===== config.mk =====
export PLATFORM = sky130hd
export DESIGN_NAME = fifo_reader_writer_lock_arbiter
export DESIGN_NICKNAME = d
export VERILOG_FILES = /design/src/sv/rwl_pkg.sv /design/src/sv/fifo_reader_writer_lock_arbiter.sv /design/src/sv/rwl_queue_ram.sv
export SDC_FILE = /design/constraint.sdc
export NUM_CORES = 1
export LEC_CHECK = 0
export ABC_CLOCK_PERIOD_IN_PS = 6900
export BUFFER_PORTS_ARGS = -buffer_cell sky130_fd_sc_hd__buf_2
export CAP_MARGIN = 10
export CORE_MARGIN = 5
export CORE_UTILIZATION = 35
export DETAILED_ROUTE_END_ITERATION = 10
export SETUP_SLACK_MARGIN = 0.5
export SLEW_MARGIN = 20
export SYNTH_ARGS = -nofsm -noshare
export SYNTH_HDL_FRONTEND = slang
export SYNTH_HIERARCHICAL = 1
export SYNTH_SLANG_ARGS = --single-unit

===== constraint.sdc =====
create_clock -name clk_i -period 6.9 [get_ports clk_i]
set_input_delay 0.69 -clock clk_i [delete_from_list [all_inputs] [get_ports clk_i]]
set_output_delay 0.69 -clock clk_i [all_outputs]
set_load 0.05 [all_outputs]

===== src/sv/rwl_pkg.sv =====
// Shared types, constants and helpers of the reader-writer lock arbiter.
package rwl_pkg;

  localparam int QueueDepth = 16;
  localparam int QPtrW      = $clog2(QueueDepth);
  localparam int QCntW      = $clog2(QueueDepth + 1);

  localparam int OpW      = 2;
  localparam int ReqW     = 4;
  localparam int EventW   = 3;
  localparam int ReadersW = 5;
  localparam int WaitW    = 5;

  localparam logic [ReadersW-1:0] ReaderCap = '1;

  typedef enum logic [OpW-1:0] {
    OpReadLock    = 2'd0,
    OpReadUnlock  = 2'd1,
    OpWriteLock   = 2'd2,
    OpWriteUnlock = 2'd3
  } opcode_e;

  typedef enum logic [EventW-1:0] {
    EvGranted    = 3'd0,
    EvQueued     = 3'd1,
    EvGrantedQ   = 3'd2,
    EvReleased   = 3'd3,
    EvFull       = 3'd4,
    EvBadRelease = 3'd5
  } event_e;

  typedef struct packed {
    logic [ReqW-1:0] who;
    logic            is_write;
  } entry_t;

  localparam int EntryW = $bits(entry_t);

  function automatic logic [QPtrW-1:0] ptr_inc(input logic [QPtrW-1:0] ptr);
    logic [QPtrW-1:0] nxt;
    if (ptr == QPtrW'(QueueDepth - 1)) begin
      nxt = '0;
    end else begin
      nxt = ptr + QPtrW'(1);
    end
    return nxt;
  endfunction

endpackage


===== src/sv/fifo_reader_writer_lock_arbiter.sv =====
// FIFO-fair reader-writer lock arbiter. A lock request or an unlock that wakes
// nobody produces one word. An unlock that wakes the queue produces the release
// word first, then reads the queue head from the wait-queue memory; a writer at
// the head is granted once that read data arrives, while a run of readers is
// granted one per cycle after it while the output does not stall. The single
// read port of the queue memory and the one-word output register set this
// pacing; a stall on the output holds the sequence in place. No new request is
// taken until every word of the current one has been loaded into the output.
module fifo_reader_writer_lock_arbiter (
  input  logic                         clk_i,
  input  logic                         rst_ni,
  input  logic                         in_valid_i,
  output logic                         in_stall_o,
  input  logic [rwl_pkg::OpW-1:0]      opcode_i,
  input  logic [rwl_pkg::ReqW-1:0]     requester_i,
  output logic                         out_valid_o,
  input  logic                         out_stall_i,
  output logic [rwl_pkg::ReqW-1:0]     target_o,
  output logic [rwl_pkg::EventW-1:0]   event_res_o,
  output logic                         grant_is_write_o,
  output logic                         last_o,
  output logic [rwl_pkg::ReadersW-1:0] readers_now_o,
  output logic                         writer_now_o,
  output logic [rwl_pkg::WaitW-1:0]    waiting_now_o
);

  typedef enum logic [1:0] {
    StIdle,
    StHead,
    StNext
  } state_e;

  state_e state_q, state_d;

  logic [rwl_pkg::ReadersW-1:0] readers_q, readers_d;
  logic                         writer_q, writer_d;
  logic [rwl_pkg::QPtrW-1:0]    head_q, head_d;
  logic [rwl_pkg::QPtrW-1:0]    tail_q, tail_d;
  logic [rwl_pkg::QCntW-1:0]    count_q, count_d;
  rwl_pkg::entry_t              cur_q, cur_d;

  logic                         out_valid_q, out_valid_d;
  logic [rwl_pkg::ReqW-1:0]     target_q, target_d;
  logic [rwl_pkg::EventW-1:0]   event_q, event_d;
  logic                         wr_q, wr_d;
  logic                         last_q, last_d;
  logic [rwl_pkg::ReadersW-1:0] rnow_q, rnow_d;
  logic                         wnow_q, wnow_d;
  logic [rwl_pkg::WaitW-1:0]    qnow_q, qnow_d;

  logic                      out_free;
  logic                      emit;
  logic                      is_wr;
  logic                      lock_now;
  logic                      more;
  logic [rwl_pkg::ReqW-1:0]  e_who;
  rwl_pkg::event_e           e_ev;
  logic                      e_wr;
  logic                      e_last;
  logic                      ram_we;
  rwl_pkg::entry_t           ram_wdata;
  rwl_pkg::entry_t           rd_entry;
  logic [rwl_pkg::EntryW-1:0] ram_rdata;
  logic [rwl_pkg::QPtrW-1:0] ram_raddr;

  assign out_free   = !out_valid_q || !out_stall_i;
  assign in_stall_o = !((state_q == StIdle) && out_free);
  assign rd_entry   = rwl_pkg::entry_t'(ram_rdata);

  always_comb begin
    state_d   = state_q;
    readers_d = readers_q;
    writer_d  = writer_q;
    head_d    = head_q;
    tail_d    = tail_q;
    count_d   = count_q;
    cur_d     = cur_q;
    emit      = 1'b0;
    is_wr     = 1'b0;
    lock_now  = 1'b0;
    more      = 1'b0;
    e_who     = requester_i;
    e_ev      = rwl_pkg::EvGranted;
    e_wr      = 1'b0;
    e_last    = 1'b1;
    ram_we    = 1'b0;
    ram_wdata = '{who: requester_i, is_write: opcode_i == rwl_pkg::OpWriteLock};

    unique case (state_q)
      StIdle: begin
        if (in_valid_i && out_free) begin
          emit = 1'b1;
          unique case (rwl_pkg::opcode_e'(opcode_i))
            rwl_pkg::OpReadLock, rwl_pkg::OpWriteLock: begin
              is_wr    = (opcode_i == rwl_pkg::OpWriteLock);
              e_wr     = is_wr;
              lock_now = !writer_q && (count_q == '0) &&
                         (!is_wr || (readers_q == '0));
              if (lock_now) begin
                if (is_wr) begin
                  writer_d = 1'b1;
                  e_ev     = rwl_pkg::EvGranted;
                end else if (readers_q == rwl_pkg::ReaderCap) begin
                  e_ev = rwl_pkg::EvFull;
                end else begin
                  readers_d = readers_q + rwl_pkg::ReadersW'(1);
                  e_ev      = rwl_pkg::EvGranted;
                end
              end else if (count_q == rwl_pkg::QCntW'(rwl_pkg::QueueDepth)) begin
                e_ev = rwl_pkg::EvFull;
              end else begin
                ram_we  = 1'b1;
                tail_d  = rwl_pkg::ptr_inc(tail_q);
                count_d = count_q + rwl_pkg::QCntW'(1);
                e_ev    = rwl_pkg::EvQueued;
              end
            end
            rwl_pkg::OpReadUnlock: begin
              e_wr = 1'b0;
              if (readers_q == '0) begin
                e_ev = rwl_pkg::EvBadRelease;
              end else begin
                readers_d = readers_q - rwl_pkg::ReadersW'(1);
                e_ev      = rwl_pkg::EvReleased;
                if ((readers_q == rwl_pkg::ReadersW'(1)) && (count_q != '0)) begin
                  e_last  = 1'b0;
                  state_d = StHead;
                end
              end
            end
            rwl_pkg::OpWriteUnlock: begin
              e_wr = 1'b1;
              if (!writer_q) begin
                e_ev = rwl_pkg::EvBadRelease;
              end else begin
                writer_d = 1'b0;
                e_ev     = rwl_pkg::EvReleased;
                if (count_q != '0) begin
                  e_last  = 1'b0;
                  state_d = StHead;
                end
              end
            end
          endcase
        end
      end
      StHead: begin
        // The read data holds the entry at the queue head.
        if (rd_entry.is_write) begin
          if (out_free) begin
            emit     = 1'b1;
            e_who    = rd_entry.who;
            e_ev     = rwl_pkg::EvGrantedQ;
            e_wr     = 1'b1;
            writer_d = 1'b1;
            head_d   = rwl_pkg::ptr_inc(head_q);
            count_d  = count_q - rwl_pkg::QCntW'(1);
            state_d  = StIdle;
          end
        end else begin
          cur_d   = rd_entry;
          state_d = StNext;
        end
      end
      StNext: begin
        // cur_q is the head reader; the read data holds the entry behind it,
        // which decides whether the run of readers goes on.
        if (out_free) begin
          emit      = 1'b1;
          e_who     = cur_q.who;
          e_ev      = rwl_pkg::EvGrantedQ;
          e_wr      = 1'b0;
          readers_d = readers_q + rwl_pkg::ReadersW'(1);
          head_d    = rwl_pkg::ptr_inc(head_q);
          count_d   = count_q - rwl_pkg::QCntW'(1);
          more      = (count_d != '0) && (readers_d != rwl_pkg::ReaderCap) &&
                      !rd_entry.is_write;
          e_last    = !more;
          if (more) begin
            cur_d = rd_entry;
          end else begin
            state_d = StIdle;
          end
        end
      end
      default: begin
        state_d = StIdle;
      end
    endcase

    ram_raddr = (state_d == StNext) ? rwl_pkg::ptr_inc(head_d) : head_d;

    out_valid_d = out_valid_q;
    target_d    = target_q;
    event_d     = event_q;
    wr_d        = wr_q;
    last_d      = last_q;
    rnow_d      = rnow_q;
    wnow_d      = wnow_q;
    qnow_d      = qnow_q;
    if (emit) begin
      out_valid_d = 1'b1;
      target_d    = e_who;
      event_d     = e_ev;
      wr_d        = e_wr;
      last_d      = e_last;
      rnow_d      = readers_d;
      wnow_d      = writer_d;
      qnow_d      = rwl_pkg::WaitW'(count_d);
    end else if (!out_stall_i) begin
      out_valid_d = 1'b0;
    end
  end

  always_ff @(posedge clk_i or negedge rst_ni) begin
    if (!rst_ni) begin
      state_q     <= StIdle;
      readers_q   <= '0;
      writer_q    <= 1'b0;
      head_q      <= '0;
      tail_q      <= '0;
      count_q     <= '0;
      cur_q       <= '0;
      out_valid_q <= 1'b0;
      target_q    <= '0;
      event_q     <= '0;
      wr_q        <= 1'b0;
      last_q      <= 1'b0;
      rnow_q      <= '0;
      wnow_q      <= 1'b0;
      qnow_q      <= '0;
    end else begin
      state_q     <= state_d;
      readers_q   <= readers_d;
      writer_q    <= writer_d;
      head_q      <= head_d;
      tail_q      <= tail_d;
      count_q     <= count_d;
      cur_q       <= cur_d;
      out_valid_q <= out_valid_d;
      target_q    <= target_d;
      event_q     <= event_d;
      wr_q        <= wr_d;
      last_q      <= last_d;
      rnow_q      <= rnow_d;
      wnow_q      <= wnow_d;
      qnow_q      <= qnow_d;
    end
  end

  rwl_queue_ram #(
    .Depth (rwl_pkg::QueueDepth),
    .Width (rwl_pkg::EntryW)
  ) u_queue_ram (
    .clk_i   (clk_i),
    .we_i    (ram_we),
    .waddr_i (tail_q),
    .wdata_i (ram_wdata),
    .raddr_i (ram_raddr),
    .rdata_o (ram_rdata)
  );

  assign out_valid_o      = out_valid_q;
  assign target_o         = target_q;
  assign event_res_o      = event_q;
  assign grant_is_write_o = wr_q;
  assign last_o           = last_q;
  assign readers_now_o    = rnow_q;
  assign writer_now_o     = wnow_q;
  assign waiting_now_o    = qnow_q;

endmodule


===== src/sv/rwl_queue_ram.sv =====
// Wait queue storage: one write port, one read port with registered read data.
module rwl_queue_ram #(
  parameter int Depth = 16,
  parameter int Width = 5
) (
  input  logic                     clk_i,
  input  logic                     we_i,
  input  logic [$clog2(Depth)-1:0] waddr_i,
  input  logic [Width-1:0]         wdata_i,
  input  logic [$clog2(Depth)-1:0] raddr_i,
  output logic [Width-1:0]         rdata_o
);

  logic [Width-1:0] mem [Depth];
  logic [Width-1:0] rdata_q;

  always_ff @(posedge clk_i) begin
    if (we_i) begin
      mem[waddr_i] <= wdata_i;
    end
    rdata_q <= mem[raddr_i];
  end

  assign rdata_o = rdata_q;

endmodule

# [Word-level counts from Yosys, hierarchy flattened]
# Memory sizes are Yosys's and may differ from the RTL's. A register that Yosys moved wholly into a read port is not among the register bits.
# Cells that the tools add are included.
[totals] register_bits=46 ramBits=80 wordCells=151 mem_count=1
[classes] addsub=7 eq_ne=17 mux=83 bitwise=2 n_reduce_logical=26
[memory_table] name="u_queue_ram.mem" words=16 width=5 read_ports=1 rd_clocked_by_memory_dff=1 write_ports=1 line="rwl_queue_ram.sv:14" text="logic [Width-1:0] mem [Depth];"
[ops] op="$mux W5" n=15
[ops] op="$mux W4" n=9
[ops] op="$pmux W5 S2" n=3
[ops] op="$mux W1" n=24
[ops] op="$mux W2" n=11
[ops] op="$mux W3" n=7
[ops] op="$pmux W3 S3" n=2
[ops] op="$pmux W4 S2" n=2
[ops] op="$pmux W5 S3" n=1
[ops] op="$add A4 B1 Y4 const B" n=3
[ops] op="$eq A4 B4 Y1 const B" n=3
[ops] op="$add A5 B1 Y5 const B" n=2
[ops] op="$eq A5 B5 Y1 const B" n=2
[ops] op="$logic_not A5 Y1" n=2
[ops] op="$pmux W1 S2" n=5
[ops] op="$reduce_bool A5 Y1" n=2
[ops] op="$sub A5 B1 Y5 const B" n=2
[ops] op="$eq A2 B2 Y1 const B" n=4
[ops] op="$logic_and A1 B1 Y1" n=7
[ops] op="$logic_not A1 Y1" n=7
[ops] op="$ne A2 B2 Y1 const B" n=3
[ops] op="$pmux W1 S3" n=2
[ops] op="$pmux W2 S3" n=1
[ops] op="$eq A5 B1 Y1 const B" n=1
[ops] op="other kinds (11)" n=15

# [Depth between registers and ports, before layout]
# Gate-level depths: netlist (run 1).
[logic_depth] word_depth=10 mapped_depth=15 mapped_depth_nobuf=14

# [Hierarchy]
# The synthesis (run 1) kept the hierarchy.
[by_module_without_submodules] mod="fifo_reader_writer_lock_arbiter" instances=1 cells_each=354 area_each_um2=3261.9 seq_area_each_um2=1151.1
[by_module_without_submodules] mod="rwl_queue_ram" instances=1 cells_each=155 area_each_um2=3213.1 seq_area_each_um2=2502.4

# [Worst setup path after synthesis (run 1)]
# Ideal clock, no wire load.
[synth_timing] path_kind="register to register" startpoint="reg readers_q[0] in the netlist's numbering" endpoint="reg u_queue_ram.rdata_q[0], in the netlist u_queue_ram/rdata_o[0], read port of u_queue_ram.mem" arrival_time_ns=3.238 slack_ns=3.540 path_stages_with_launch=14 period_less_slack_ns=3.360 cell_sequence="dfrtp_1 ha_1 nand3_1 ha_1 nand2_1 or4_1 nand4b_1 o21ai_1 o221ai_2 xnor2_1 buf_6 mux4_2 a22oi_1 nand3_1"
[synth_between] elab_chain_cells=9 word_cells_on_any_way=16 classes_between="add/sub (1); eq/ne (3); mux (8); reduce/logical (4)"
[synth_rtl] item="start, declared" line="fifo_reader_writer_lock_arbiter.sv:35" text="logic [rwl_pkg::ReadersW-1:0] readers_q, readers_d;"
[synth_rtl] item="start signal, assigned" line="fifo_reader_writer_lock_arbiter.sv:234" text="readers_q <= readers_d;"
[synth_rtl] item="$add A5 B1 Y5 or $eq A5 B1 Y1 (tied branches)" line="fifo_reader_writer_lock_arbiter.sv:173, fifo_reader_writer_lock_arbiter.sv:125"
[synth_rtl] item="$ne A5 B5 Y1 or $logic_and A1 B1 Y1 (tied branches)" line="fifo_reader_writer_lock_arbiter.sv:176, fifo_reader_writer_lock_arbiter.sv:125"
[synth_rtl] item="$logic_and A1 B1 Y1 or $mux W2 (tied branches)" line="fifo_reader_writer_lock_arbiter.sv:176, fifo_reader_writer_lock_arbiter.sv:125"
[synth_rtl] item="$logic_and A1 B1 Y1 or $mux W2 (tied branches)" line="fifo_reader_writer_lock_arbiter.sv:176, fifo_reader_writer_lock_arbiter.sv:120"
[synth_rtl] item="$mux W2 or $pmux W2 S2 (tied branches)" line="fifo_reader_writer_lock_arbiter.sv:179, fifo_reader_writer_lock_arbiter.sv:93"
[synth_rtl] item="$mux W2 (on tied branches)" line="fifo_reader_writer_lock_arbiter.sv:168, fifo_reader_writer_lock_arbiter.sv:91"
[synth_rtl] item="$pmux W2 S3 (*)" line="fifo_reader_writer_lock_arbiter.sv:89" text="unique case (state_q)"
[synth_rtl] item="$eq A2 B2 Y1 (*)" line="fifo_reader_writer_lock_arbiter.sv:191" text="ram_raddr = (state_d == StNext) ? rwl_pkg::ptr_inc(head_d) : head_d;"
[synth_rtl] item="$mux W4 (*)" line="fifo_reader_writer_lock_arbiter.sv:191"
[synth_rtl] item="net ram_raddr, one bit" line="fifo_reader_writer_lock_arbiter.sv:64" text="logic [rwl_pkg::QPtrW-1:0] ram_raddr;"
[synth_rtl] item="end, declared" line="rwl_queue_ram.sv:15" text="logic [Width-1:0] rdata_q;"
# Mark *: on every way through the listed nets, which the timed path passes. The rest lies on a longest branch.
# A chain may end at the register's enable or synchronous reset.

# [Worst setup path in the final report (run 1)]
[layout_timing] startpoint="reg state_q[0]" endpoint="reg u_queue_ram.rdata_q[2], in the netlist u_queue_ram/rdata_o[2], read port of u_queue_ram.mem"
[layout_between] word_cells_on_any_way=20 classes_between="add/sub (1); eq/ne (4); mux (14); reduce/logical (1)"
[layout_lines] item="start, declared" line="fifo_reader_writer_lock_arbiter.sv:33" text="state_e state_q, state_d;"
[layout_lines] item="start signal, assigned" line="fifo_reader_writer_lock_arbiter.sv:217" text="state_q <= StIdle;"
[layout_lines] item="start signal, assigned" line="fifo_reader_writer_lock_arbiter.sv:233" text="state_q <= state_d;"
[layout_lines] item="$eq A2 B2 Y1 or $eq A2 B1 Y1 (tied branches)" line="fifo_reader_writer_lock_arbiter.sv:89"
[layout_lines] item="$pmux W4 S2 (*)" line="fifo_reader_writer_lock_arbiter.sv:89"
[layout_lines] item="net head_d, one bit" line="fifo_reader_writer_lock_arbiter.sv:37" text="logic [rwl_pkg::QPtrW-1:0] head_q, head_d;"
[layout_lines] item="$add A4 B1 Y4 or $eq A4 B4 Y1 (tied branches)" line="rwl_pkg.sv:44, rwl_pkg.sv:41"
[layout_lines] item="$mux W4 (*)" line="rwl_pkg.sv:41" text="if (ptr == QPtrW'(QueueDepth - 1)) begin"
[layout_lines] item="$mux W4 (*)" line="fifo_reader_writer_lock_arbiter.sv:191"
[layout_lines] item="net ram_raddr, one bit" line="fifo_reader_writer_lock_arbiter.sv:64"
# Marked as above.

==> flow_metrics.py, run 1 <==
metrics = {
    "critical_path": {
        "slowest_delay_ps": 650,
        "endpoint_kind": "register",
        "crit_chain": "inv_1 > ha_1 > a31oi_1 > a21oi_1 > nand2b_1 > mux2_2 > ha_1 > mux2_1 > mux4_2 > a22oi_1 > nand3_1",
        "cp.required_ps": 7200,
        "crit_arrival_ps": 4450,
        "worst-setup-path-type": "reg -> reg",
        "crit_top_cell": "ha_1",
        "start_kind": "register",
        "cp_max_fo": 20,
        "cp_slowest_cell": "mux2_1",
    },
    "timing": {
        "finalMaxSlewViolations": 0,
        "min_period_ps": 4150,
        "setup_tns_ps": 0,
        "worst_pin_slew_ps": 898,
        "rsz0062_at_grt": "no",
        "fmax_mhz": 241,
        "hold_violations": 0,
        "max-slew-margin-rel_pct": 40.2,
        "fin_crit_sh_pct": 60.1,
        "clock_skew_ps": 8.02,
        "setup_viol": 0,
    },
    "logic_synthesis": {
        "synth_nets": 536,
        "synthFlopType": "edfxtp_1",
        "synthSimpleGateAreaFrac_pct": 13.2,
        "async_reset_ff_share_pct": 35.1,
        "synth.mux.area_fraction_pct": 10.1,
        "synth_cell_types": 76,
        "yosys_warnings": 6,
        "synth_edf_count": 80,
        "synth_compound_area_share_pct": 11.8,
        "yosysSeqAreaShare_pct": 56.4,
        "ys_seq_elements": 131,
        "synthAdderAreaFrac_pct": 3.29,
        "syn-instance-count": 509,
        "synth-xor-area-share_pct": 1.08,
        "avgSynthCellArea_um2": 12.7,
        "mappedNetlistArea_um2": 6470,
        "synth_top_family_by_area": "simple AND/OR/NAND/NOR gates",
    },
    "clocking": {
        "cts_buffer_depth": 2,
        "cts_tree": "built",
        "h-tree-depth": 4,
        "clk_latency_ps": 420,
        "post-cts-setup-buffers": 0,
        "numClockSinks": 131,
        "clkSlewWorstSetupHoldPaths_ps": 60,
        "cts_resized": 0,
        "cts_hold_buf": 0,
        "cts_root_buf": "clkbuf_16",
        "cts_buffers": 17,
    },
    "floorplanning": {
        "dieHeight_um": 146,
        "rows": 49,
        "coreArea_um2": 18100,
        "start_util_pct": 35.8,
        "pin_count": 32,
        "die-width_um": 146,
        "die_area_um2": 21300,
    },
    "power_and_ir_drop": {
        "vdd_drop_max_mv": 0.299,
        "intPower_mw": 2.14,
        "p_switching_mw": 1.38,
        "seq_power_share_pct": 32.7,
        "clkPwrFrac_pct": 27.2,
        "p_sw_share_pct": 39.1,
        "p_comb_share_pct": 40.1,
        "p_leak_nw": 2.70,
        "p_per_area_nw_per_um2": 477,
    },
    "final_layout": {
        "final_cell_mix": "edfxtp_1, nor2_1, dfrtp_1",
        "drive_gt1_share_pct": 23.0,
        "layout_commonest_cell": "edfxtp_1",
        "num_antenna_cells": 0,
        "layout.nets": 565,
        "final_core_util_pct": 40.8,
        "area_growth_pct": 13.9,
    },
    "routing": {
        "vias_per_cell": 5.43,
        "ant_nets": 0,
        "via_count": 4234,
        "initialDrtViolationCount": 248,
        "drt-pass1-iter-count": 4,
        "wirelength_um": 14400,
        "drc": 0,
        "post_drt_wl_per_cell_um": 18.4,
    },
    "min_path": {
        "hold_class": "in -> async",
    },
    "outcome": {
        "status": "completed",
    },
    "run": {
        "max-cap-violations": 0,
    },
    "place": {
        "port_buffers": 31,
        "hpwl_um": 10000,
        "place.gp.congestion": 0.893,
    },
    "global_route": {
        "grt_pass1_wl_um": 23500,
        "antenna_found_initial": 0,
        "track_usage_pct": 13.9,
        "grt_pass1_vias": 4350,
        "grt_max_degree": 47,
        "globalRouteOverflowTotal": 0,
    },
}
## final timing paths
kind	start	endpoint	slack, ps	cells after the start
max	state_q[0]	u_queue_ram/rdata_o[2]	2750	11
min	rst_ni	event_res_o[2]	280	1
max reg2reg	state_q[0]	u_queue_ram/rdata_o[2]	2750	11
min reg2reg	grant_is_write_o	grant_is_write_o	490	2
max in group asynchronous	rst_ni	readers_now_o[1]	6180	1
min in group clk_i	grant_is_write_o	grant_is_write_o	490	2
## power groups by stage
| stage | Combinational (mW) | Clock [mW] | Sequential (mW) |
|---|---|---|---|
| finish | 1.41 | 0.957 | 1.15 |
| global route | 1.54 | 1.01 | 1.18 |
| CTS | 1.43 | 0.973 | 1.15 |
| detailed placement | 1.42 | 0 | 1.16 |
| global placement | 1.39 | 0 | 1.16 |
| floorplan | 0.980 | 0 | 1.30 |
## Yosys cell counts, types with 3 or more instances
| cell | count | share of area (%) |
|---|---|---|
| a21oi_1 | 30 | 2.3 |
| a22oi_1 | 11 | 1.3 |
| a31oi_1 | 11 | 1.1 |
| and3_1 | 3 | 0.29 |
| buf_2 | 6 | 0.46 |
| buf_6 | 3 | 0.52 |
| clkbuf_1 | 6 | 0.35 |
| clkbuf_8 | 6 | 1.3 |
| dfrtp_1 | 46 | 18 |
| dfxtp_1 | 5 | 1.5 |
| edfxtp_1 | 80 | 37 |
| ha_1 | 17 | 3.3 |
| inv_1 | 17 | 0.99 |
| mux2_2 | 14 | 2.4 |
| mux4_2 | 20 | 7.0 |
| nand2_1 | 34 | 2.0 |
| nand2b_1 | 5 | 0.48 |
| nand3_1 | 19 | 1.5 |
| nand4_1 | 4 | 0.39 |
| nor2_1 | 50 | 2.9 |
| nor2b_1 | 8 | 0.77 |
| nor3_1 | 13 | 1.0 |
| nor3b_1 | 3 | 0.35 |
| o21a_1 | 5 | 0.58 |
| o21ai_0 | 14 | 1.1 |
| o31a_1 | 3 | 0.41 |
| o31ai_1 | 5 | 0.58 |
| xnor2_1 | 5 | 0.68 |
| xor2_1 | 3 | 0.41 |
## area by class of cell
cell class / instances / area (um^2)
Fill cell: 1680 / 10700
Tap cell: 229 / 287
Multi-Input combinational cell: 337 / 2570
Timing Repair Buffer: 34 / 180
Inverter: 17 / 63.8
Clock buffer: 17 / 425
Sequential cell: 131 / 3650
Clock inverter: 15 / 200
## critical path, delay by kind of cell (launching register included)
kind | cells | cell delay (ps)
buffers and inverters | 1 | 90
adder cells (fa/ha/maj) | 2 | 850
AO/OA/AOI/OAI | 3 | 880
multiplexers | 3 | 1350
flip-flops | 1 | 410
AND/OR/NAND/NOR | 2 | 440
## logic make-up after synthesis
group	Yosys count
simple gates	164
fa+ha+maj	17
compound gates	110
flops	131
xor+xnor	8
buf+inv	41
mux	38
## state kept, by name, summed over array words and instances (netlist names)
signal               count
count_q                  5
cur_q                    4
event_res_o              3
grant_is_write_o         1
head_q                   4
last_o                   1
out_valid_o              1
readers_now_o            5
readers_q                5
state_q                  2
tail_q                   4
target_o                 4
u_queue_ram/mem         80
u_queue_ram/rdata_o      5
waiting_now_o            5
writer_now_o             1
writer_q                 1
## metrics by stage
stage | instance area, um^2 | worst slack, ps | power, mW | instances | hold slack (ps)
finish | 7380 | 2750 | 3.52 | 780 | 283
floorplan | 6470 | 3540 | 2.28 | 509 | 394
global placement | 6750 | 3000 | 2.55 | 748 | 465
detailed placement | 6750 | 2780 | 2.58 | 748 | 474
CTS | 7370 | 2740 | 3.55 | 780 | 489
global route | 7380 | 2440 | 3.73 | 780 | 336
## layer usage
layer | vias up | share of wire, % | global-route usage [%]
met5 | - | 0 | 0
met4 | 0 | 1.6 | 4.52
met3 | 20 | 4.0 | 3.69
met2 | 100 | 50 | 22.9
met1 | 2120 | 44 | 18.1
li1 | 1994 | - | -
(Power assumes the default switching activity.)
==> inputs of run 2 (changes only) <==
ABC_CLOCK_PERIOD_IN_PS = 3800   (was 6900)
clock period = 3.8 ns   (was 6.9 ns; I/O delays follow)
==> flow_metrics.py, run 2 (same netlist as run 1, synthesis figures left out) <==
metrics = {
    "outcome": {
        "status": "finished, violations left",
        "violations": "hold timing",
    },
    "floorplanning": {
        "die-width_um": 146,
        "rows": 49,
        "dieHeight_um": 146,
        "start_util_pct": 35.8,
        "die_area_um2": 21300,
        "pin_count": 32,
        "coreArea_um2": 18100,
    },
    "timing": {
        "hold_violations": 44,
        "setup_viol": 0,
        "fin_crit_sh_pct": 87.5,
        "max-slew-margin-rel_pct": 46.5,
        "clock_skew_ps": 5.22,
        "worst_pin_slew_ps": 802,
        "finalMaxSlewViolations": 0,
        "layout_setup_ws_ps": 473,
        "setup_tns_ps": 0,
        "fmax_mhz": 301,
        "min_period_ps": 3330,
        "rsz0062_at_grt": "yes",
        "hold_slack_ps": -25.8,
    },
    "global_route": {
        "track_usage_pct": 14.5,
        "antenna_found_initial": 0,
        "met2_usage_pct": 23.8,
        "grtUsageMet1_pct": 18.9,
        "grt-busiest-layer": "met2",
        "grt_pass1_wl_um": 24500,
        "grt_max_degree": 47,
        "grt_pass1_vias": 4458,
        "globalRouteOverflowTotal": 0,
        "met3_usage_pct": 3.84,
    },
    "routing": {
        "vias_per_cell": 5.47,
        "drt-pass1-iter-count": 4,
        "ant_nets": 0,
        "wirelength_um": 15200,
        "drc": 0,
        "post_drt_wl_per_cell_um": 18.8,
        "via_count": 4414,
        "initialDrtViolationCount": 391,
    },
    "clocking": {
        "cts_buffers": 17,
        "clkSlewWorstSetupHoldPaths_ps": 60,
        "cts_tree": "built",
        "numClockSinks": 131,
        "clk_latency_ps": 420,
        "cts_root_buf": "clkbuf_16",
        "h-tree-depth": 4,
        "cts_buffer_depth": 2,
    },
    "power_and_ir_drop": {
        "total_power_mw": 6.68,
        "p_leak_nw": 2.83,
        "p_per_area_nw_per_um2": 864,
        "vdd_drop_max_mv": 0.467,
    },
    "critical_path": {
        "endpoint_kind": "register",
        "crit_arrival_ps": 3620,
        "cp_max_fo": 5,
        "cp.required_ps": 4090,
        "worst-setup-path-type": "reg -> reg",
        "start_kind": "register",
    },
    "final_layout": {
        "final_cell_count_no_fill": 807,
        "num_antenna_cells": 0,
        "fin_area_um2": 7740,
        "largest_register_ff_count": 80,
        "layout_commonest_cell": "edfxtp_1",
        "final_core_util_pct": 42.8,
        "drive_gt1_share_pct": 32.0,
        "layout.nets": 592,
        "regArea_um2": 3660,
        "area_growth_pct": 19.5,
        "regMostFlops": "u_queue_ram/mem",
        "final_cell_mix": "edfxtp_1, nor2_1, dfrtp_1",
        "fillers": 1633,
        "multi_input_area_um2": 2710,
    },
    "place": {
        "place_ws_ps": 161,
        "dp_cells": 762,
        "port_buffers": 31,
        "place.gp.congestion": 0.880,
        "hpwl_um": 10400,
        "dpl-instance-area_um2": 6870,
    },
    "run": {
        "max-cap-violations": 0,
    },
    "min_path": {
        "hold_class": "in -> async",
    },
}
[run 2: layer usage]
| layer | wire length [um] | vias to the layer above |
|---|---|---|
| li1 | - | 2047 |
| met1 | 6520 | 2199 |
| met2 | 7610 | 144 |
| met3 | 822 | 24 |
| met4 | 241 | 0 |
| met5 | 0 | - |
[run 2: power breakdown]
part	internal, mW	switching, mW	leakage (nW)
Combinational	1.35	1.72	1.25
Sequential	1.80	0.296	1.32
Clock	0.902	0.622	0.266
[run 2: what timing repair did]
action                                  4_1_cts  5_1_grt
hold buffers                                  0        0
resized for setup                            16       23
endpoints found under the setup margin        5        5
hold endpoints to repair                      0        0
pin swaps                                     6       19
setup buffers                                 5        5
cloned                                        2        1
[run 2: worst paths after layout]
check	from	to	slack [ps]	cells past startpoint
max	readers_q[0]	u_queue_ram/rdata_o[0]	470	15
min	rst_ni	waiting_now_o[0]	-30	1
max reg2reg	readers_q[0]	u_queue_ram/rdata_o[0]	470	15
min reg2reg	event_res_o[2]	event_res_o[2]	480	2
max in group asynchronous	rst_ni	readers_q[2]	3370	1
min in group clk_i	requester_i[0]	u_queue_ram/mem[7][1]	400	1
[run 2: layout make-up]
class	instances	area share, %
clock buffers	17	5.50
repair buffers	61	5.95
clock inverters	15	1.70
multi-input cells	337	35.0
inverters	17	0.825
flip-flops and latches	131	47.3
well taps	229	3.70
[run 2: critical path, cell delays in order, from the launching register on]
cell	delay, ps
dfrtp_2	400
ha_4	160
nand3_4	90
ha_4	300
nand2_2	40
or4_1	410
nand4b_1	170
o21a_1	230
o221ai_4	170
xnor2_2	170
buf_6	160
buf_12	110
buf_16	110
mux4_2	530
nand3_2	80
nand3_1	90
==> inputs of run 3 (changes only) <==
CORE_MARGIN = 2   (was 5)
RECOVER_POWER = 50   (was not set)
==> flow_metrics.py, run 3 (same netlist as run 1, synthesis figures left out) <==
metrics = {
    "critical_path": {
        "r2r_start": "readers_q[0]",
        "endpoint_kind": "register",
        "cp_max_fo": 5,
        "start_kind": "register",
        "worstReg2RegEnd": "u_queue_ram/rdata_o[3]",
        "r2r_slack_ps": 430,
        "crit_arrival_ps": 3680,
        "crit_buf_inv": 3,
        "crit_chain": "ha_4 > nand3_4 > ha_4 > nand2_2 > or4_1 > nand4b_1 > o21a_1 > o221ai_2 > buf_6 > xnor2_4 > buf_6 > buf_16 > mux4_2 > nand3_2 > nand3_2",
        "worst-setup-path-type": "reg -> reg",
        "cp_slowest_cell": "mux4_2",
        "cp.required_ps": 4110,
        "cp_top_family": "simple AND/OR/NAND/NOR gates",
        "slowest_delay_ps": 530,
        "r2r_cells": 15,
    },
    "routing": {
        "via_count": 4480,
        "drc": 0,
        "initialDrtViolationCount": 372,
        "post_drt_wl_per_cell_um": 18.9,
        "wirelength_um": 15300,
        "ant_nets": 0,
        "drt-pass1-iter-count": 7,
        "vias_per_cell": 5.53,
    },
    "clocking": {
        "numClockSinks": 131,
        "clk_latency_ps": 420,
        "cts_tree": "built",
        "cts_hold_buf": 0,
        "h-tree-depth": 4,
        "cts_buffers": 17,
        "cts_root_buf": "clkbuf_16",
        "clkSlewWorstSetupHoldPaths_ps": 60,
        "cts_buffer_depth": 2,
    },
    "timing": {
        "finalMaxSlewViolations": 47,
        "setup_viol": 0,
        "min_period_ps": 3370,
        "clock_skew_ps": 16.0,
        "rsz0062_at_grt": "yes",
        "layout_setup_ws_ps": 428,
        "worst_pin_slew_ps": 2570,
        "hold_violations": 0,
        "hold_slack_ps": 431,
        "fin_crit_sh_pct": 88.7,
        "fmax_mhz": 297,
        "max-slew-margin-rel_pct": -71.5,
        "setup_tns_ps": 0,
    },
    "floorplanning": {
        "die_area_um2": 19600,
        "rows": 49,
        "start_util_pct": 35.8,
        "pin_count": 32,
        "die-width_um": 140,
        "dieHeight_um": 140,
        "coreArea_um2": 18100,
    },
    "outcome": {
        "violations": "capacitance limit, slew limit",
        "status": "finished, violations left",
    },
    "final_layout": {
        "layout.nets": 595,
        "largest_register_ff_count": 80,
        "layout_commonest_cell": "edfxtp_1",
        "drive_gt1_share_pct": 27.9,
        "area_growth_pct": 19.8,
        "regMostFlops": "u_queue_ram/mem",
        "num_antenna_cells": 0,
        "regArea_um2": 3660,
        "final_cell_mix": "edfxtp_1, nor2_1, dfrtp_1",
        "fillers": 1640,
        "multi_input_area_um2": 2710,
    },
    "power_and_ir_drop": {
        "vdd_drop_max_mv": 0.476,
        "p_leak_nw": 2.82,
        "p_per_area_nw_per_um2": 869,
        "total_power_mw": 6.75,
    },
    "place": {
        "port_buffers": 31,
        "place.gp.congestion": 0.879,
        "hpwl_um": 10400,
        "place_ws_ps": 113,
    },
    "global_route": {
        "grt_max_degree": 47,
        "antenna_found_initial": 0,
        "globalRouteOverflowTotal": 0,
        "grt_pass1_vias": 4385,
        "grt_pass1_wl_um": 24100,
        "track_usage_pct": 15.8,
    },
    "min_path": {
        "hold_class": "in -> reg",
        "holdCritStartpoint": "out_stall_i",
        "hold_depth": 4,
        "holdPathEnd": "out_valid_o",
    },
    "run": {
        "max-cap-violations": 1,
    },
}
run 3: changes by cell type in the layout (fill, tap and decap cells not counted), sizes merged:
cell | previous run | this run
clkbuf | 18 | 42
buf | 60 | 41
inv | 22 | 20
bufinv | 1 | 2
clkinvlp | 3 | 2
run 3: tightest hold or removal path: cells and delay by family:
| kind | cells | cell delay, ps |
|---|---|---|
| buffers and inverters | 2 | 300 |
| AND/OR/NAND/NOR | 2 | 130 |
run 3: repair_timing:
action / in CTS / in global routing
gates cloned: 1 / 2
setup endpoints to repair: 5 / 5
pin swaps: 4 / 4
buffers inserted: 5 / 5
gates resized for setup: 14 / 18
run 3: area by class of cell:
cell class                      instances  area share [%]
Clock buffer                           19            5.84
Sequential cell                       131            47.1
Clock inverter                         13            1.92
Inverter                               17           0.822
Multi-Input combinational cell        337            34.9
Timing Repair Buffer                   64            5.76
Tap cell                              229            3.69
run 3: per-stage QoR:
stage                     util, %  instance area (um^2)  cells
after floorplan                 -                  6480    509
after global placement       38.1                  6890    765
after detailed placement     38.1                  6890    765
after CTS                    42.2                  7630    803
after global routing         42.9                  7760    810
final                        42.9                  7760    810
run 3: power breakdown:
part | switching [mW] | leakage, nW | internal, mW
logic | 1.69 | 1.21 | 1.32
registers | 0.286 | 1.32 | 1.80
clock network | 0.640 | 0.292 | 1.01
total | 2.62 | 2.82 | 4.12
run 3: how the worst max path moves through the flow:
stage | from | end | depth (start not counted)
after floorplan | readers_q[0] | u_queue_ram/rdata_o[0] | 13
after global placement | readers_q[1] | u_queue_ram/rdata_o[2] | 12
after detailed placement | readers_q[1] | u_queue_ram/rdata_o[2] | 12
after CTS | readers_q[0] | u_queue_ram/rdata_o[1] | 14
after global routing | readers_q[0] | u_queue_ram/rdata_o[3] | 15
final | readers_q[0] | u_queue_ram/rdata_o[3] | 15
run 3: routing by layer:
layer | up-vias | share of wire [%] | GRT usage [%]
li1 | 2048 | - | -
met1 | 2273 | 44 | 20.1
met2 | 134 | 50 | 26.7
met3 | 25 | 4.1 | 3.62
met4 | 0 | 1.9 | 5.69
met5 | - | 0 | 0
